==> src/rtl/stbs_pkg.sv <==
`timescale 1ns / 1ps
`default_nettype none

package stbs_pkg;

    // Default table capacity and fixed field widths.
    localparam int TABLE_DEPTH_DEF = 1024;
    localparam int VALUE_W         = 31;
    localparam int INDEX_W         = 10;
    localparam int S_TDATA_W       = 32;
    localparam int S_TUSER_W       = 2;
    localparam int M_TDATA_W       = 16;
    localparam int M_PAD_W         = M_TDATA_W - INDEX_W - 1;

    // Request kinds carried in the lowest tuser bit.
    typedef enum logic [0:0] {
        OP_LOAD   = 1'b0,
        OP_SEARCH = 1'b1
    } op_t;

    // Commands from the controller to the datapath.
    typedef struct packed {
        logic load_en;
        logic start;
        logic issue_probe;
        logic step;
        logic finish_hit;
        logic finish_miss;
        logic out_load;
    } ctrl_cmd_t;

    // Status from the datapath to the controller.
    typedef struct packed {
        logic range_empty;
        logic match;
        logic out_free;
    } ctrl_sts_t;

endpackage

`default_nettype wire

==> src/rtl/stbs_ctrl.sv <==
`timescale 1ns / 1ps
`default_nettype none

module stbs_ctrl (
    input  wire logic               aclk,
    input  wire logic               aresetn,
    input  wire logic               s_valid,
    input  wire logic               s_op,
    output logic                    s_ready,
    input  wire stbs_pkg::ctrl_sts_t sts,
    output stbs_pkg::ctrl_cmd_t     cmd
);

    import stbs_pkg::*;

    typedef enum logic [3:0] {
        ST_IDLE    = 4'b0001,
        ST_PROBE   = 4'b0010,
        ST_COMPARE = 4'b0100,
        ST_DONE    = 4'b1000
    } state_t;

    state_t state_reg;
    state_t state_next;

    always_comb begin
        state_next = state_reg;
        cmd        = '0;
        s_ready    = 1'b0;
        unique case (state_reg)
            ST_IDLE: begin
                s_ready = 1'b1;
                if (s_valid) begin
                    if (op_t'(s_op) == OP_SEARCH) begin
                        cmd.start  = 1'b1;
                        state_next = ST_PROBE;
                    end else begin
                        cmd.load_en = 1'b1;
                    end
                end
            end
            ST_PROBE: begin
                if (sts.range_empty) begin
                    cmd.finish_miss = 1'b1;
                    state_next      = ST_DONE;
                end else begin
                    cmd.issue_probe = 1'b1;
                    state_next      = ST_COMPARE;
                end
            end
            ST_COMPARE: begin
                if (sts.match) begin
                    cmd.finish_hit = 1'b1;
                    state_next     = ST_DONE;
                end else begin
                    cmd.step   = 1'b1;
                    state_next = ST_PROBE;
                end
            end
            ST_DONE: begin
                if (sts.out_free) begin
                    cmd.out_load = 1'b1;
                    state_next   = ST_IDLE;
                end
            end
            default: begin
                state_next = ST_IDLE;
            end
        endcase
    end

    always_ff @(posedge aclk) begin
        if (!aresetn) begin
            state_reg <= ST_IDLE;
        end else begin
            state_reg <= state_next;
        end
    end

    // A compare always follows the probe that issued its read.
    a_compare_after_probe: assert property (@(posedge aclk) disable iff (!aresetn)
        (state_reg == ST_COMPARE) |-> $past(state_reg == ST_PROBE))
        else $error("compare state entered without a preceding probe");

    // A finished result waits while the output register is still occupied.
    a_done_holds: assert property (@(posedge aclk) disable iff (!aresetn)
        (state_reg == ST_DONE && !sts.out_free) |=> (state_reg == ST_DONE))
        else $error("result left done state while output was occupied");

    // An accepted search always starts with a range check.
    a_search_starts: assert property (@(posedge aclk) disable iff (!aresetn)
        (state_reg == ST_IDLE && s_valid && s_op == OP_SEARCH) |=> (state_reg == ST_PROBE))
        else $error("accepted search did not start probing");

endmodule

`default_nettype wire

==> config.mk <==
export PLATFORM = sky130hd
export DESIGN_NAME = stbs_ctrl
export DESIGN_NICKNAME = d
export VERILOG_FILES = /design/src/rtl/stbs_pkg.sv /design/src/rtl/stbs_ctrl.sv
export SDC_FILE = /design/constraint.sdc
export NUM_CORES = 1
export LEC_CHECK = 0
export BUFFER_PORTS_ARGS = -buffer_cell sky130_fd_sc_hd__buf_2
export CAP_MARGIN = 20
export CORE_AREA = 2 2 39 41
export CTS_BUF_LIST = sky130_fd_sc_hd__clkbuf_16
export DETAILED_ROUTE_END_ITERATION = 8
export DIE_AREA = 0 0 41 43
export SLEW_MARGIN = 20
export SYNTH_ARGS = -nofsm -noshare
export SYNTH_HDL_FRONTEND = slang
export SYNTH_SLANG_ARGS = --single-unit
==> constraint.sdc <==
create_clock -name aclk -period 3.2 [get_ports aclk]
set_clock_uncertainty 0.15 [all_clocks]
set_input_delay 0.96 -clock aclk [delete_from_list [all_inputs] [get_ports aclk]]
set_output_delay 0.96 -clock aclk [all_outputs]
set_load 0.01 [all_outputs]
; After elaboration in Yosys (flattened, before gate mapping)
; Cells that the tools add are included.
[word_totals]
word_cells = 29
rom_bits = 0
latchBits = 0
register_bits = 4
mem_bits_rw = 0
memories = 0
out_inout_bits = 8
[op_classes]
bitwise = 0
n_eq_ne = 7
shifts = 0
mul = 0
div = 0
reduce_logical = 1
mux = 20
addsub = 0
n_lt_le_gt_ge = 0
[op_table]
columns = cell, n
row1 = 2-to-1 mux 4 bit, 5
row2 = case mux 4 bit (4 select lines), 1
row3 = 2-to-1 mux 1 bit, 11
row4 = 2-to-1 mux 2 bit, 3
row5 = != test 2 bit (second input constant), 3
row6 = equality test 4 x 1 -> 1 bit (second input constant), 1
row7 = equality test 4 x 2 -> 1 bit (second input constant), 1
row8 = equality test 4 x 3 -> 1 bit (second input constant), 1
row9 = equality test 4 bit (second input constant), 1
row10 = AND reduction 3 bit, 1

; Logic depth before layout (Yosys ltp)
[depth]
word_depth = 3
depth_mapped = 3
ltp_nobuf = 3

; Least setup slack after synthesis
; No wires, ideal clock.
[synth_timing]
path_type = input -> output
start = in sts[1] in the netlist's numbering
end = out cmd[3] in the netlist's numbering
required_ps = 2090
setup_slack_ps = 903
cell_stages = 1
arrival_ps = 1187
cell_sequence = and2b_1
[synth_between]
elab_chain_cells = 2
[synth_lines]
columns = item, line_no
row1 = from (decl), stbs_ctrl.sv:10  ; input wire stbs_pkg::ctrl_sts_t sts,
row2 = 2-to-1 mux 1 bit, stbs_ctrl.sv:52  ; if (sts.match) begin
row3 = 2-to-1 mux 2 bit, stbs_ctrl.sv:30  ; unique case (state_reg)
row4 = to (decl), stbs_ctrl.sv:11  ; output stbs_pkg::ctrl_cmd_t cmd
; No other way between the ends.

==> summary by stage <==
Power and ir drop
The leakage component of the power is 0.212 nW. The power density over the cells is 609 nW/um^2. The worst-case IR drop observed on VDD is 0.000326 V.

CTS
The hold buffer count at cts is 0. The number of H-tree branching levels is 1. The number of post-CTS setup repair buffers is 0.

The number of resized instances in the post-cts repair step is 0. The clock root buffer is sky130_fd_sc_hd__clkbuf_16. The later-pin clock latency in the skew report is 0.22 ns. After clock tree synthesis, the clock-pin slew on the worst setup and hold paths is 0.03 ns.

The CTS tree is yes. Counting every sink on the clock net gives 4. The buffer levels on the longest clock path is 2. The number of buffers added by the clock tree synthesis step is 3.

Timing
The final critical-path share of the clock period is 0.787. The achievable frequency is 397 MHz. The post-route worst setup slack is 0.682 ns. Setup repair after global routing left no endpoint under its margin. The headroom to the max-slew limit is 0.767. The clock period minus worst slack is 2.52 ns.

The final-layout setup total negative slack is 0 ns. The final count of pins violating max slew is 0. The actual slew at the worst max-slew pin is 0.345 ns. The final hold violation count is 0. Setup violations remaining at the end of the flow were counted as 0.

Detailed routing
The number of vias per cell is 4.37. The final routed DRC violation total is 0. The first detailed-routing pass took 2 iterations. After detailed routing, the total wire length is 598 um. In this run, the number of DRC markers left after iteration 0 of detailed routing was 2.

Once detail routing completed, the nets flagged for antenna violations numbered 0. The total via count in the routed design is 258. Dividing the detail-routed wire length by the instance count gives 10.1 um.

Global routing
For met1 alone, demand over resource in global routing was 0.106. The overall overflow remaining after global route is 0. The met3 track demand over resource is 0.0628. The largest net degree at the start of global routing is 7. The number of global-route vias before repair is 246.

The met2 capacity usage during global routing is 0.109. The first global-routing pass estimated 972 um of wire. The overall track demand over capacity in global routing is 0.0864. The global routing stage identified its most utilized layer as met2.

The number of antenna violations at the first check in global routing is 0.

Floorplan
The floorplan has 14 rows. The starting density of the core is 0.195. The number of placed I/O pins is 15.

The die covers 1760 sq um. From left edge to right edge, the die measures 41 um. The core region is 1380 sq um. The die is 43 um tall.

Layout
The register with the most flip-flops in the layout has 4 of them. After the last flow step, the layout net total stands at 52. The number of diodes added for antenna fixing is 0. The ratio of cells with drive above 1 in the final layout is 0.488.

Compared with the post-synthesis result, the final layout area differs by 61.1%. The post-layout instance area is 435 sq um. Counting the fill cells in the layout gives 156.

Setup path
The critical path goes through buf_2, and2b_1, buf_2. The count of cells along the worst register-to-register path is 3. The cell with the biggest individual delay on the critical path is sky130_fd_sc_hd__and2b_1.

The worst setup path is launched from an input port. The startpoint identified for the worst register-to-register timing path is state_reg[3]. In this design, the critical path's most frequently occurring cell is sky130_fd_sc_hd__buf_2. Data arrives at the worst endpoint at 1.41 ns. The worst setup path endpoint is cmd[3]. The classification of the worst setup path is in -> out. Tracing the worst setup path back leads to its startpoint at sts[1]. The required time of the critical path is 2.09 ns. STA classifies the critical path endpoint as an output port.

The worst register-to-register path ends at state_reg[1]. In this run the worst path has a maximum fanout of 3. For this run, the slowest stage of the critical path takes 0.21 ns. The setup check on the worst reg-to-reg path leaves a slack of 1.84 ns.

Synth
The proportion of netlist area held by the largest area contributor is 0.296. In the synthesized netlist the dominant register cell turns out to be sky130_fd_sc_hd__dfxtp_1. In this run the mean area of a mapped cell was 10.4 sq um.

The post-synthesis net count is 33. The register bit total from synthesis is 4. The commonest cells after synthesis are sky130_fd_sc_hd__and2_1 (4), sky130_fd_sc_hd__dfxtp_1 (4), sky130_fd_sc_hd__a22oi_1 (2), sky130_fd_sc_hd__and2b_1 (2), sky130_fd_sc_hd__nor4b_2 (2).

In the synthesized netlist the async set-or-reset flop fraction comes to 0. The cell type with the highest aggregate area in the netlist is sky130_fd_sc_hd__dfxtp_1. The portion of the post-synthesis area used by sequential elements is 0.296.

Sorting the synthesized cells by area gives the leading types as sky130_fd_sc_hd__dfxtp_1 (30%), sky130_fd_sc_hd__nor4b_2 (11%), sky130_fd_sc_hd__and2_1 (9.3%). The number of enable flip-flop cells after synthesis is 0. In the synthesized netlist, the number of instances is 26. During synthesis, Yosys emitted a total of 0 warnings. The synthesized netlist contains 17 unique library cells. The cell area that synthesis handed to floorplanning was 270 sq um.

Placement
The cell area reported after detailed placement is 360 sq um. Port buffering added 14 buffers. At the end of routability-driven placement, the weighted congestion stood at 0.655. The worst-case setup slack after placement is 0.672 ns.

Hold path
The worst hold-check path type is reg -> reg.

Job
The number of maximum-capacitance violations is 0.

Status
The flow ran to the end, and the final reports show no timing, DRC or antenna violations.
[report_power, final]
group / switching, W / total (W) / internal (W) / leakage [nW]
clock: 0.0000345 / 0.000194 / 0.000160 / 0.0370
sequential: 0.00000232 / 0.0000538 / 0.0000515 / 0.0325
combinational: 0.00000707 / 0.0000172 / 0.0000101 / 0.142
total: 0.0000439 / 0.000265 / 0.000221 / 0.212
[worst min-delay path by stage]
| stage | from | endpoint | slack (ns) | cells past startpoint |
|---|---|---|---|---|
| 6_report | state_reg[0] | state_reg[0] | 0.44 | 2 |
| 5_1_grt | state_reg[0] | state_reg[0] | 0.48 | 2 |
| 4_1_cts | state_reg[0] | state_reg[0] | 0.45 | 2 |
| 3_5_place_dp | state_reg[0] | state_reg[0] | 0.45 | 2 |
| 3_3_place_gp | state_reg[0] | state_reg[0] | 0.43 | 2 |
| 2_1_floorplan | state_reg[0] | state_reg[0] | 0.40 | 2 |
[worst max-delay path: cells and delay by family]
family                 cells  cell delay (ns)
buffers and inverters      2             0.24
and+or+nand+nor            1             0.21
[cell type report]
type,count,area (sq um),share of cell area
clock buffers,3,75.1,0.172
multi-input cells,22,190,0.437
flip-flops and latches,4,80.1,0.184
well taps,16,20.0,0.0460
repair buffers,14,70.1,0.161
[placed cells by master (no fill, tap or decap), drive strengths merged]
cell type / n
nor2b: 1
nand2: 1
xnor2: 1
and2: 4
buf: 14
nor2: 1
and3: 1
dfxtp: 4
nand2b: 1
or4b: 1
clkbuf: 3
nor4b: 4
and2b: 2
o211a: 1
o21ai: 1
a21boi: 1
a22oi: 2
[stage by stage]
step	power, W	utilization	hold WS [ns]	instances
after floorplan	0.0000633	-	0.405	26
after global placement	0.0000715	0.260	0.433	56
after detailed placement	0.0000719	0.260	0.449	56
after CTS	0.000270	0.315	0.455	59
after global routing	0.000277	0.315	0.482	59
final	0.000265	0.315	0.444	59
[per-layer routing]
layer	routed length [um]	vias to the layer above	part of all wire
li1	-	133	-
met1	289	110	0.48
met2	242	15	0.40
met3	65	0	0.11
met4	0	0	0
met5	0	-	0
[cell families after synthesis]
| family | after synthesis | synth area share |
|---|---|---|
| XOR/XNOR | 1 | 0.0324 |
| AND/OR/NAND/NOR | 16 | 0.532 |
| AO/OA/AOI/OAI | 5 | 0.139 |
| flip-flops | 4 | 0.296 |
No activity file was read; power rests on OpenSTA's default activity.
